### src/rtl/mvt_pkg.sv
// shared types and constants of the matrix-vector transform engine
`timescale 1ns / 1ps

package mvt_pkg;

    localparam int DATA_W     = 32;
    localparam int IDX_W      = 4;
    localparam int STORE_SIDE = 4;
    localparam int SIDE_W     = 2;
    localparam int PROD_W     = 2 * DATA_W;
    localparam int PAIR_W     = PROD_W + 1;
    localparam int SUM_W      = PROD_W + 2;

    localparam int DIM_DEFAULT         = 4;
    localparam int FRAC_BITS_DEFAULT   = 16;
    localparam int QUEUE_DEPTH_DEFAULT = 4;

    localparam logic [DATA_W-1:0] WORD_MAX = {1'b0, {(DATA_W - 1){1'b1}}};
    localparam logic [DATA_W-1:0] WORD_MIN = {1'b1, {(DATA_W - 1){1'b0}}};

    typedef enum logic
    {
        CMD_LOAD  = 1'b0,
        CMD_XFORM = 1'b1
    } cmd_t;

    typedef logic signed [DATA_W-1:0] word_t;

    // one queued request: a load keeps its value in lane 0
    typedef struct packed
    {
        cmd_t                                kind;
        logic [IDX_W-1:0]                    idx;
        logic [STORE_SIDE-1:0][DATA_W-1:0]   vec;
    } item_t;

endpackage

### src/rtl/mvt_front.sv
// front end: accepts and classifies requests and queues them for the back end
`timescale 1ns / 1ps

module mvt_front #(
    parameter int QUEUE_DEPTH = mvt_pkg::QUEUE_DEPTH_DEFAULT
) (
    input  logic                        clk,
    input  logic                        rst_n,
    input  logic                        in_valid,
    output logic                        in_ready,
    input  logic                        cmd,
    input  logic [mvt_pkg::IDX_W-1:0]   entry_index,
    input  logic [mvt_pkg::DATA_W-1:0]  entry_value,
    input  logic [mvt_pkg::DATA_W-1:0]  vec_x,
    input  logic [mvt_pkg::DATA_W-1:0]  vec_y,
    input  logic [mvt_pkg::DATA_W-1:0]  vec_z,
    input  logic [mvt_pkg::DATA_W-1:0]  vec_w,
    output logic                        q_valid,
    input  logic                        q_ready,
    output mvt_pkg::item_t              q_item
);

    localparam int PTR_W = $clog2(QUEUE_DEPTH);
    localparam int CNT_W = $clog2(QUEUE_DEPTH + 1);
    localparam logic [PTR_W-1:0] PTR_LAST = PTR_W'(QUEUE_DEPTH - 1);
    localparam logic [CNT_W-1:0] CNT_FULL = CNT_W'(QUEUE_DEPTH);

    mvt_pkg::item_t    queue_reg [QUEUE_DEPTH];
    mvt_pkg::item_t    item_in;
    logic [PTR_W-1:0]  wr_ptr_reg;
    logic [PTR_W-1:0]  wr_ptr_next;
    logic [PTR_W-1:0]  rd_ptr_reg;
    logic [PTR_W-1:0]  rd_ptr_next;
    logic [CNT_W-1:0]  count_reg;
    logic [CNT_W-1:0]  count_next;
    logic              push;
    logic              pop;

    // classify: a load packs its value into lane 0
    always_comb
    begin
        item_in.kind = mvt_pkg::cmd_t'(cmd);
        item_in.idx  = entry_index;
        if (mvt_pkg::cmd_t'(cmd) == mvt_pkg::CMD_LOAD)
        begin
            item_in.vec = {{(3 * mvt_pkg::DATA_W){1'b0}}, entry_value};
        end
        else
        begin
            item_in.vec = {vec_w, vec_z, vec_y, vec_x};
        end
    end

    assign in_ready = (count_reg != CNT_FULL);
    assign q_valid  = (count_reg != '0);
    assign q_item   = queue_reg[rd_ptr_reg];
    assign push     = in_valid && in_ready;
    assign pop      = q_valid && q_ready;

    always_comb
    begin
        wr_ptr_next = wr_ptr_reg;
        rd_ptr_next = rd_ptr_reg;
        count_next  = count_reg;
        if (push)
        begin
            wr_ptr_next = (wr_ptr_reg == PTR_LAST) ? '0 : wr_ptr_reg + 1'b1;
        end
        if (pop)
        begin
            rd_ptr_next = (rd_ptr_reg == PTR_LAST) ? '0 : rd_ptr_reg + 1'b1;
        end
        if (push && !pop)
        begin
            count_next = count_reg + 1'b1;
        end
        else if (pop && !push)
        begin
            count_next = count_reg - 1'b1;
        end
    end

    always_ff @(posedge clk or negedge rst_n)
    begin
        if (!rst_n)
        begin
            wr_ptr_reg <= '0;
            rd_ptr_reg <= '0;
            count_reg  <= '0;
        end
        else
        begin
            wr_ptr_reg <= wr_ptr_next;
            rd_ptr_reg <= rd_ptr_next;
            count_reg  <= count_next;
        end
    end

    always_ff @(posedge clk)
    begin
        if (push)
        begin
            queue_reg[wr_ptr_reg] <= item_in;
        end
    end

endmodule

### config.mk
export PLATFORM = sky130hd
export DESIGN_NAME = mvt_front
export DESIGN_NICKNAME = d
export VERILOG_FILES = /design/src/rtl/mvt_pkg.sv /design/src/rtl/mvt_front.sv
export SDC_FILE = /design/constraint.sdc
export NUM_CORES = 1
export LEC_CHECK = 0
export BUFFER_PORTS_ARGS = -buffer_cell sky130_fd_sc_hd__buf_4
export CORE_MARGIN = 4
export CORE_UTILIZATION = 40
export CTS_BUF_LIST = sky130_fd_sc_hd__clkbuf_4
export CTS_CLUSTER_SIZE = 8
export DETAILED_ROUTE_END_ITERATION = 6
export PLACE_DENSITY_LB_ADDON = 0.08
export SETUP_SLACK_MARGIN = 0.02
export SYNTH_ARGS = -nofsm -noshare
export SYNTH_HDL_FRONTEND = slang
export SYNTH_SLANG_ARGS = --single-unit
### constraint.sdc
create_clock -name clk -period 9.77 [get_ports clk]
set_input_delay 0 -clock clk [delete_from_list [all_inputs] [get_ports clk]]
set_output_delay 0 -clock clk [all_outputs]
set_load 0.005 [all_outputs]
# [Yosys cells after proc, flatten, opt, wreduce, memory -nomap -nowiden]
# Memories as Yosys holds them, arrays and structs flattened.
# Cells that the tools add are included.
# W data, S select, Z words.
[totals] register_bits=7 latchBits=0 ramBits=532 rom_bits=0 output_inout_bits=135 word_cells=26 n_memories=1
[op_classes] add_sub_neg=4 n_mul=0 n_div=0 magnitude_cmp=0 eq_ne=3 shift=0 n_mux=7 bitwise_logic=0 reduce_logical=8
[mem_list] name="queue_reg" depth=4 width=133 rd=1 rd_ports_with_merged_regs=0 wr=1 line_no="mvt_front.sv:28" source="mvt_pkg::item_t queue_reg [QUEUE_DEPTH];"
[op_table] op="$mux W128" n=1
[op_table] op="$mux W3" n=2
[op_table] op="$add A2 B1 Y2 const B" n=2
[op_table] op="$eq A2 B2 Y1 const B" n=2
[op_table] op="$logic_and A1 B1 Y1" n=4
[op_table] op="$mux W2" n=2
[op_table] op="$add A3 B1 Y3 const B" n=1
[op_table] op="$ne A3 B3 Y1 const B" n=1
[op_table] op="$reduce_bool A3 Y1" n=1
[op_table] op="$sub A3 B1 Y3 const B" n=1
[op_table] op="$logic_not A1 Y1" n=2
[op_table] op="$mux W1" n=2
[op_table] op="$reduce_bool A2 Y1" n=1

# [Logic depth before layout (Yosys ltp)]
# Gate-level depths: netlist (run 1).
[depth] word_depth=6 mapped_depth=8 mapped_depth_nobuf=8

# [Least setup slack after synthesis (run 1)]
# OpenSTA, ideal clock, no wires.
[synth_path] path_type="register to register" startpoint="register count_reg[0]" endpoint="memory queue_reg[0][0] (netlist bit) (enable)" arrival_time_ns=3.909 t_required_ns=9.262 setup_slack_ns=5.353 path_stages_with_launch=4 path_buffers=0 cell_sequence="dfrtp_1 -> nor2_1 -> a21boi_1 -> and2_1"
[synth_via] elab_chain_cells=4
[synth_lines] element="start: declaration" line_no="mvt_front.sv:34" source="logic [CNT_W-1:0] count_reg;"
[synth_lines] element="start signal: assignment" line_no="mvt_front.sv:95" source="count_reg <= count_next;"
[synth_lines] element="$ne A3 B3 Y1" line_no="mvt_front.sv:54" source="assign in_ready = (count_reg != CNT_FULL);"
[synth_lines] element="$logic_and A1 B1 Y1" line_no="mvt_front.sv:57" source="assign push = in_valid && in_ready;"
[synth_lines] element="via push" line_no="mvt_front.sv:36" source="logic push;"
[synth_lines] element="$mux W1" line_no="mvt_front.sv:101" source="if (push)"
[synth_lines] element="$mux W1 (implied by the code)" line_no="mvt_front.sv:103" source="queue_reg[wr_ptr_reg] <= item_in;"
[synth_lines] element="end: declaration" line_no="mvt_front.sv:28"
# The timed path passes the listed nets, and every way through them passes these cells.

==> metrics.csv, run 1 <==
metric,value,unit
fmax,264,MHz
worst path bufs/invs,3,
Syn Nets,1050,
Post-synth ARST share,0.0130,
Ys Warns,0,
max reg flops,532,
DP Area,23600,µm²
worst vdd ir,0.123,mV
CP Data Required Time,9.77,ns
first-pass GRT wire length,75000,µm
min-delay worst type,in2reg,
final period utilization,0.387,
dominant cell type by area after synthesis,edfxtp_1,
share of cells above drive strength 1,0.410,
CP peak stage delay,0.77,ns
post-route total power,7.30,mW
CTS H-tree depth,4,
leak pwr,10.3,nW
design area,28600,µm²
1st-pass router iterations,5,
Max Slew Vio Count,0,
CTS tree,done,
"Remaining Overflow, GRT",0,
most frequent CP cell,buf_4,
Worst Path Arrival,3.78,ns
outcome,completed,
CTS root buf,clkbuf_4,
1st-iter DRT viols,498,
post-DR wirelength/cell,20.2,µm
Worst-Skew Late Latency,0.90,ns
"Slowest-stage cell, CP",buf_4,
worst slew pin tran,1.10,ns
Area Growth Syn to Fin,38.8,%
Post-Syn Area,20600,µm²
I/O Pins,304,
GR Util All Layers,0.178,
Synth Area per Inst,23.6,µm²
minimum clock period,3.78,ns
worst-path cell chain,buf_4 > buf_4 > mux4_2 > buf_4,
clock tree sinks,539,
Seq cells post-synth,539,
vias in the first global route,13200,
worst-case clock buffer depth,3,
nets,1801,
final hold slack,0.270,ns
Via-to-Cell Ratio,4.82,
Synth top area share,0.775,
worst setup path category,reg2out,
via count,11500,
"Hold Violations, Final",0,
final core utilization,0.565,
max-cap viol count,0,
Post-synth EDFFs,532,
Post-CTS Setup Repair Bufs,0,
sequential element share of the synthesized area,0.784,
dpl hpwl,26700,µm
row count,82,
setup violators final,0,
setup TNS,0,ns
Routed WL,48200,µm
GP Congestion,0.706,
Critical Path Start Type,register,
CP Capture Type,primary output,
slew margin rel.,0.269,
Worst path top cell family by delay,buffers and inverters,
initial antenna violation count,4,
RSZ-0062 raised after global routing,no,
pwr/cell area,255,nW/µm²
Main synth FF type,edfxtp_1,
Post-Route Skew,0.0289,ns
PortBufs,303,
Detail Route Antenna Nets,0,
clock-pin transition on the worst setup and hold timing paths,0.06,ns
DRC,0,
synth unique cells,18,
top post-synthesis cells by area,"edfxtp_1, mux4_2, and2_1",
die area,55200,µm²
Starting Density,0.407,
largest net degree at the start of global routing,73,
Inserted Clock Buffers,142,
Mapped Cells,874,
crit-path max FO,38,
die span in x,235,µm
core area,50600,µm²
Die Height,235,µm
-- repair_timing --
action                    in CTS  in global routing
hold buffers                 335                  0
hold endpoints to repair     593                  0
resized for setup              0                  0
-- through the flow --
stage / setup slack (ns) / cells
after floorplan: 5.35 / 874
after global placement: 6.21 / 1818
after detailed placement: 6.21 / 1818
after CTS: 5.67 / 2385
after global routing: 5.53 / 2389
final: 5.99 / 2391
-- worst min-delay path, cell delays in order --
cell	delay (ns)
dlygate4sd3_1	0.54
buf_4	0.13
a21boi_1	0.20
mux2_2	0.25
-- synthesized netlist by cell type, types with 2 or more instances --
cell / number
buf_2: 19
dfrtp_1: 7
inv_1: 3
ha_1: 6
mux4_2: 133
clkbuf_1: 17
and2_1: 100
nor2_1: 4
xor2_1: 2
mux2_2: 37
edfxtp_1: 532
buf_6: 7
nand2_1: 2
-- layer usage --
metal | track usage | part of all wire | wire length [µm]
met1 | 0.208 | 0.40 | 19100
met2 | 0.305 | 0.52 | 25000
met3 | 0.0607 | 0.063 | 3040
met4 | 0.0664 | 0.020 | 948
met5 | 0 | 0 | 0
-- final timing paths --
path                                            from                          to  slack (ns)  cells past startpoint
max reg2reg                 count_reg[0]$_DFFE_PN0P_  queue_reg[1][53]$_DFFE_PP_        6.27                      5
min reg2reg                 count_reg[2]$_DFFE_PN0P_    count_reg[2]$_DFFE_PN0P_        0.52                      1
max in group asynchronous                      rst_n   rd_ptr_reg[0]$_DFFE_PN0P_        8.85                      4
max                        rd_ptr_reg[0]$_DFFE_PN0P_                  q_item[53]        5.99                      4
min                                         in_valid   wr_ptr_reg[1]$_DFFE_PN0P_        0.27                      4
min in group asynchronous                      rst_n    count_reg[2]$_DFFE_PN0P_        0.63                      4
-- cells in the final DEF, fill, tap and decap left out --
cell type	netlist	final
edfxtp_1	532	532
dlygate4sd3_1	0	335
buf_4	1	316
clkbuf_4	0	202
mux4_2	133	133
and2_1	100	96
mux2_2	37	37
clkinv_1	0	21
diode_2	0	6
ha_1	6	6
inv_2	0	6
dfrtp_1	7	5
nor2_1	4	4
and2_4	0	4
inv_1	3	3
clkinv_2	0	3
nand2_1	2	2
xor2_1	2	2
dfrtp_4	0	2
a21boi_1	1	1
or3_1	1	1
xnor2_1	1	1
fa_1	1	1
-- area by class of cell --
class / count / area (µm²)
Inverter: 3 / 11.3
Clock buffer: 202 / 1520
Sequential cell: 539 / 16200
Timing Repair Buffer: 651 / 5730
Antenna cell: 6 / 15.0
Clock inverter: 30 / 116
Multi-Input combinational cell: 288 / 4210
Tap cell: 672 / 841
Fill cell: 3988 / 22000
-- cell families (layout without fill, tap and decap cells) --
family	Yosys count	count (layout)	share of synthesized area
adders and majority gates	7	7	0.00462
DFF	539	539	0.784
buffers and inverters	47	886	0.0125
AOI/OAI and AO/OA	1	1	0.000365
xor gates and xnor gates	3	3	0.00128
muxes	170	170	0.166
and+or+nand+nor	107	107	0.0318
other	0	6	0
-- report_power, final --
| part | switching, mW | internal, mW | leakage [nW] |
|---|---|---|---|
| clock network | 0.849 | 0.940 | 1.00 |
| logic | 1.09 | 1.22 | 4.27 |
| registers | 0.135 | 3.07 | 5.02 |
No activity file was read; power rests on OpenSTA's default activity.
==> run 2: changes to the inputs <==
Clock period 9.77 ns to 3.5 ns, I/O delays scaled along.
==> run 2 against run 1 <==
  * Hold slack got worse by 0.029 ns
  * Total power rose to 2.9 times the previous value
  * Worst setup slack got worse by 5.4 ns
  * Critical path depth fell by 1
  * Clock power rose to 2.8 times the previous value
  * Core utilization rose by 0.72 points
  * Critical path type unchanged
==> metrics.csv, run 2 (same netlist as run 1, synthesis figures left out) <==
metric,value,unit,change
vias in the first global route,13100,,-0.74%
I/O Pins,304,,unchanged
1st-iter DRT viols,546,,+9.6%
post-route total power,20.8,mW,+190%
cts repair resizes,0,,unchanged
setup TNS,0,ns,unchanged
CP Capture Type,primary output,,
pwr/cell area,718,nW/µm²,+180%
placed insts,1833,,+0.83%
Routed WL,48000,µm,-0.49%
CTS H-tree depth,4,,unchanged
final period utilization,0.840,,
GR Util All Layers,0.176,,-0.00170
GP Congestion,0.684,,-3.2%
worst vdd ir,0.434,mV,+250%
via count,11500,,+0.095%
row count,82,,unchanged
clock tree sinks,539,,unchanged
post-DR wirelength/cell,20.0,µm,-0.65%
share of cells above drive strength 1,0.419,,+0.00821
worst setup path category,reg2out,,
Layout fillers,3921,,-1.7%
CP Data Required Time,3.50,ns,-6.27 ns
worst-case clock buffer depth,3,,unchanged
setup violators final,0,,unchanged
crit-path max FO,33,,-13%
most frequent cells in the layout,"edfxtp_1, dlygate4sd3_1, buf_4",,
pre-CTS WS,1.12,ns,-5.09 ns
CTS tree,done,,
CTS root buf,clkbuf_4,,
Die Height,235,µm,unchanged
Post-Route Skew,0.0331,ns,+0.00420 ns
outcome,completed,,
Via-to-Cell Ratio,4.82,,about the same
core area,50600,µm²,unchanged
1st-pass router iterations,4,,-1
Critical Path Start Type,register,,
largest net degree at the start of global routing,68,,-6.8%
Hold Buf Count CTS,336,,+0.30%
"Hold Violations, Final",0,,unchanged
Max Slew Vio Count,0,,unchanged
minimum clock period,2.94,ns,
Starting Density,0.407,,unchanged
final worst slack,0.559,ns,-5.43 ns
worst slew pin tran,0.925,ns,-0.172 ns
DRC,0,,unchanged
first-pass GRT wire length,74600,µm,-0.53%
Inserted Clock Buffers,140,,-1.4%
Finished Layout Cells,2395,,+0.17%
dpl hpwl,27000,µm,+1.4%
"Remaining Overflow, GRT",0,,unchanged
PortBufs,303,,unchanged
Worst-Skew Late Latency,0.92,ns,+0.02 ns
nets,1815,,+0.78%
max reg flops,532,,unchanged
min-delay worst type,in2reg,,
Post-CTS Setup Repair Bufs,0,,unchanged
Area Growth Syn to Fin,40.5,%,
final core utilization,0.572,,+0.00720
Worst Path Arrival,2.94,ns,-0.84 ns
RSZ-0062 raised after global routing,no,,
initial antenna violation count,4,,unchanged
die span in x,235,µm,unchanged
leak pwr,10.4,nW,+1.5%
die area,55200,µm²,unchanged
Detail Route Antenna Nets,0,,unchanged
fmax,340,MHz,
clock-pin transition on the worst setup and hold timing paths,0.06,ns,about the same
max-cap viol count,0,,unchanged
slew margin rel.,0.383,,+0.115
"commonest non-fill, non-tap cell in the layout",edfxtp_1,,
[run 2: cell types whose count changed in the layout (fill, tap and decap cells not counted), sizes merged, moves of 2 or more]
cell | before | now
buf | 316 | 331
clkbuf | 202 | 207
clkinv | 24 | 10
diode | 6 | 3
inv | 9 | 7
[run 2: power by group]
group	total (mW)	switching, mW	internal, mW	leakage (nW)
sequential	9.09	0.542	8.54	5.02
clock	5.09	2.36	2.73	0.999
combinational	6.62	2.94	3.69	4.43
total	20.8	5.84	15.0	10.4
[run 2: metrics by stage]
stage / hold slack (ns) / cell area, µm²
after floorplan: -0.296 / 20600
after global placement: -0.173 / 23900
after detailed placement: -0.175 / 23900
after CTS: 0.0656 / 28900
after global routing: 0.142 / 29000
final: 0.241 / 29000
[run 2: worst max-delay path, cell delays in order (launching register included)]
cell     delay (ns)
dfrtp_4        0.95
buf_12         0.32
mux4_2         0.59
buf_4          0.16
[run 2: path summary, 6_finish.rpt]
path / from / to / slack, ns / cells after the start
max: rd_ptr_reg[0]$_DFFE_PN0P_ / q_item[132] / 0.56 / 3
min: cmd / queue_reg[0][132]$_DFFE_PP_ / 0.24 / 2
max reg2reg: count_reg[0]$_DFFE_PN0P_ / queue_reg[2][8]$_DFFE_PP_ / 1.14 / 4
min reg2reg: count_reg[2]$_DFFE_PN0P_ / count_reg[2]$_DFFE_PN0P_ / 0.52 / 1
max in group asynchronous: rst_n / rd_ptr_reg[1]$_DFFE_PN0P_ / 2.59 / 4
min in group asynchronous: rst_n / wr_ptr_reg[0]$_DFFE_PN0P_ / 0.62 / 4
[run 2: final cells by class]
cell class	count	area, µm²	area share
repair buffers	667	6090	0.210
clock inverters	16	90.1	0.00311
diodes	3	7.51	0.000259
flip-flops and latches	539	16200	0.558
clock buffers	207	1550	0.0537
inverters	3	11.3	0.000389
well taps	672	841	0.0290
multi-input cells	288	4210	0.145
[run 2: layer usage]
| metal | share of wire | wire length (µm) | GRT usage | vias up |
|---|---|---|---|---|
| met5 | 0.00027 | 13 | 0 | - |
| met4 | 0.020 | 976 | 0.0696 | 2 |
| met3 | 0.070 | 3370 | 0.0673 | 77 |
| met2 | 0.52 | 24800 | 0.296 | 331 |
| met1 | 0.39 | 18800 | 0.205 | 5894 |
| li1 | - | - | - | 5240 |
==> run 3: changes to the inputs <==
Settings changed: ABC_AREA from default to 1.
Clock period 3.5 ns to 2.8 ns, I/O delays scaled along.
==> run 3 against run 2 <==
  * Clock skew rose by 0.0011 ns
  * Count of clock-buffer cells in the layout up 6
  * Via count is 37% higher
  * Combinational power up 53%
  * First-iteration DRC count up 31%
  * Wire length rose by 18%
  * Global-route usage up 1.1 points
  * Largest power group unchanged
  * Highest routed layer unchanged
==> metrics.csv, run 3 <==
metric,value,unit,change
1st-iter DRT viols,715,,+31%
vias in the first global route,16100,,+23%
Detail Route Antenna Nets,0,,unchanged
Most Crowded Layer GR,met2,,
final worst slack,0.286,ns,-0.272 ns
outcome,completed,,
"commonest non-fill, non-tap cell in the layout",edfxtp_1,,
Max Slew Vio Count,0,,unchanged
dpl hpwl,30700,µm,+14%
max-cap viol count,0,,unchanged
Starting Density,0.407,,about the same
max reg flops,532,,unchanged
Reg2Reg Depth,9,,+5
Ys Warns,0,,unchanged
Synth top area share,0.707,,-0.0687
Post-Syn Area,22600,µm²,+9.7%
pwr/cell area,900,nW/µm²,+25%
fmax,398,MHz,
1st-pass router iterations,7,,+3
share of cells above drive strength 1,0.254,,-0.165
setup TNS,0,ns,unchanged
worst slew pin tran,0.579,ns,-0.346 ns
first-pass GRT wire length,87500,µm,+17%
Syn Nets,2024,,+93%
Worst-Skew Late Latency,0.94,ns,+0.02 ns
Area Growth Syn to Fin,36.7,%,
Post-synth ARST share,0.0130,,unchanged
largest net degree at the start of global routing,86,,+26%
post-DR wirelength/cell,16.5,µm,-17%
core area,55500,µm²,+9.8%
clock tree sinks,539,,unchanged
pre-CTS WS,0.868,ns,-0.255 ns
dominant cell type by area after synthesis,edfxtp_1,,
grt met3 use,0.0505,,-0.0168
DP Area,25700,µm²,+7.5%
Routed WL,56400,µm,+18%
clock-pin transition on the worst setup and hold timing paths,0.06,ns,about the same
final core utilization,0.557,,-0.0157
minimum clock period,2.51,ns,
Critical Path Start Type,register,,
die span in x,246,µm,+4.6%
worst-case clock buffer depth,3,,unchanged
via count,15800,,+37%
slew margin rel.,0.614,,+0.230
most common cell in the netlist,edfxtp_1,,
CP Capture Type,primary output,,
Layout fillers,4771,,+22%
leak pwr,13.0,nW,+24%
Mapped Cells,1848,,+110%
Via-to-Cell Ratio,4.63,,-4.0%
initial antenna violation count,5,,+1
R2R Setup Slk,0.87,ns,-0.27 ns
"Hold Violations, Final",0,,unchanged
RSZ-0062 raised after global routing,no,,
worst vdd ir,0.461,mV,+6.3%
Main synth FF type,edfxtp_1,,
die area,60400,µm²,+9.4%
"Remaining Overflow, GRT",0,,unchanged
Post-synth EDFFs,532,,unchanged
met2 Use GR,0.318,,+0.0216
GP Congestion,0.755,,+11%
Post-Route Skew,0.0342,ns,+0.00112 ns
CTS root buf,clkbuf_4,,
CTS tree,done,,
top post-synthesis cells by area,"edfxtp_1, o211ai_1, nand2_1",,
worst setup path category,reg2out,,
PortBufs,303,,unchanged
Die Height,246,µm,+4.6%
design area,30900,µm²,+6.8%
Worst Path Arrival,2.51,ns,-0.43 ns
Inserted Clock Buffers,146,,+4.3%
sequential element share of the synthesized area,0.714,,-0.0694
Seq cells post-synth,539,,unchanged
Hold Crit Depth,4,,+2
nets,2742,,+51%
min-delay worst type,in2reg,,
row count,86,,+4.9%
most instantiated cells after synthesis,"edfxtp_1, nand2_1, inv_1, o211ai_1, inv_2",,
CTS H-tree depth,4,,unchanged
setup violators final,0,,unchanged
final hold slack,0.272,ns,+0.0306 ns
I/O Pins,304,,unchanged
Synth Area per Inst,12.2,µm²,-48%
CP Data Required Time,2.80,ns,-0.70 ns
crit-path max FO,36,,+9.1%
DRC,0,,unchanged
most frequent cells in the layout,"edfxtp_1, nand2_1, dlygate4sd3_1",,
met1 Use GR,0.228,,+0.0229
GR Util All Layers,0.187,,+0.0113
final period utilization,0.898,,
synth unique cells,20,,+2
run 3: cell types whose count changed after synthesis, moves of 90 or more:
cell      change
inv_2        +90
inv_1       +282
o211ai_1    +266
and2_1      -100
mux4_2      -133
nand2_1     +508
run 3: worst paths after layout:
path	from	endpoint
hold / removal	cmd	queue_reg[0][35]$_DFFE_PP_
hold reg to reg	wr_ptr_reg[1]$_DFFE_PN0P_	wr_ptr_reg[1]$_DFFE_PN0P_
min in group asynchronous	rst_n	wr_ptr_reg[1]$_DFFE_PN0P_
max in group asynchronous	rst_n	rd_ptr_reg[1]$_DFFE_PN0P_
setup / recovery	rd_ptr_reg[0]$_DFFE_PN0P_	q_item[91]
setup reg to reg	count_reg[0]$_DFFE_PN0P_	count_reg[1]$_DFFE_PN0P_
run 3: critical path, cell delays in order (launching register included):
cell and delay (ns):
dfrtp_4 0.69, buf_4 0.41, nand2_1 0.10, o211ai_1 0.09, nand2_1 0.12, buf_4 0.15
run 3: logic make-up (layout without fill, tap and decap cells):
logic type / after synthesis / count (layout) / synth area share
flip-flops: 539 / 539 / 0.714
AND/OR/NAND/NOR: 524 / 524 / 0.0875
buffers and inverters: 478 / 1283 / 0.0889
AO/OA/AOI/OAI: 267 / 267 / 0.0886
multiplexers: 32 / 32 / 0.0159
adder cells (fa/ha/maj): 7 / 7 / 0.00421
XOR/XNOR: 1 / 1 / 0.000388
other: 0 / 9 / 0
run 3: repair_timing:
item	in CTS	in global routing
endpoints found under the hold margin	1078	0
setup endpoints to repair	66	12
setup buffers	1	1
hold buffers	337	0
gates resized for setup	0	1
pin swaps	0	0
run 3: through the flow:
| step | instances | power (mW) |
|---|---|---|
| 6_report | 3410 | 27.8 |
| 5_1_grt | 3403 | 29.8 |
| 4_1_cts | 3400 | 28.4 |
| 3_5_place_dp | 2827 | 21.1 |
| 3_3_place_gp | 2827 | 21.0 |
| 2_1_floorplan | 1848 | 16.4 |
run 3: layer usage:
metal | wire (µm) | part of all wire | up-vias
li1 | - | - | 7788
met1 | 23900 | 0.42 | 7492
met2 | 27900 | 0.49 | 401
met3 | 3240 | 0.057 | 104
met4 | 1380 | 0.024 | 2
met5 | 12 | 0.00021 | -
run 3: power by group:
part	internal (mW)	switching [mW]	leakage, nW
Combinational	4.24	5.90	6.89
Clock	3.61	3.03	1.05
Sequential	10.6	0.424	5.03
Total	18.5	9.35	13.0
run 3: area by class of cell:
cell class                      instances  area, µm²  area share
Inverter                              376       1420      0.0458
Antenna cell                            9       22.5    0.000729
Tap cell                              748        936      0.0303
Clock buffer                          213       1600      0.0517
Multi-Input combinational cell        831       4490       0.145
Timing Repair Buffer                  672       6150       0.199
Sequential cell                       539      16200       0.523
Clock inverter                         22        143     0.00461
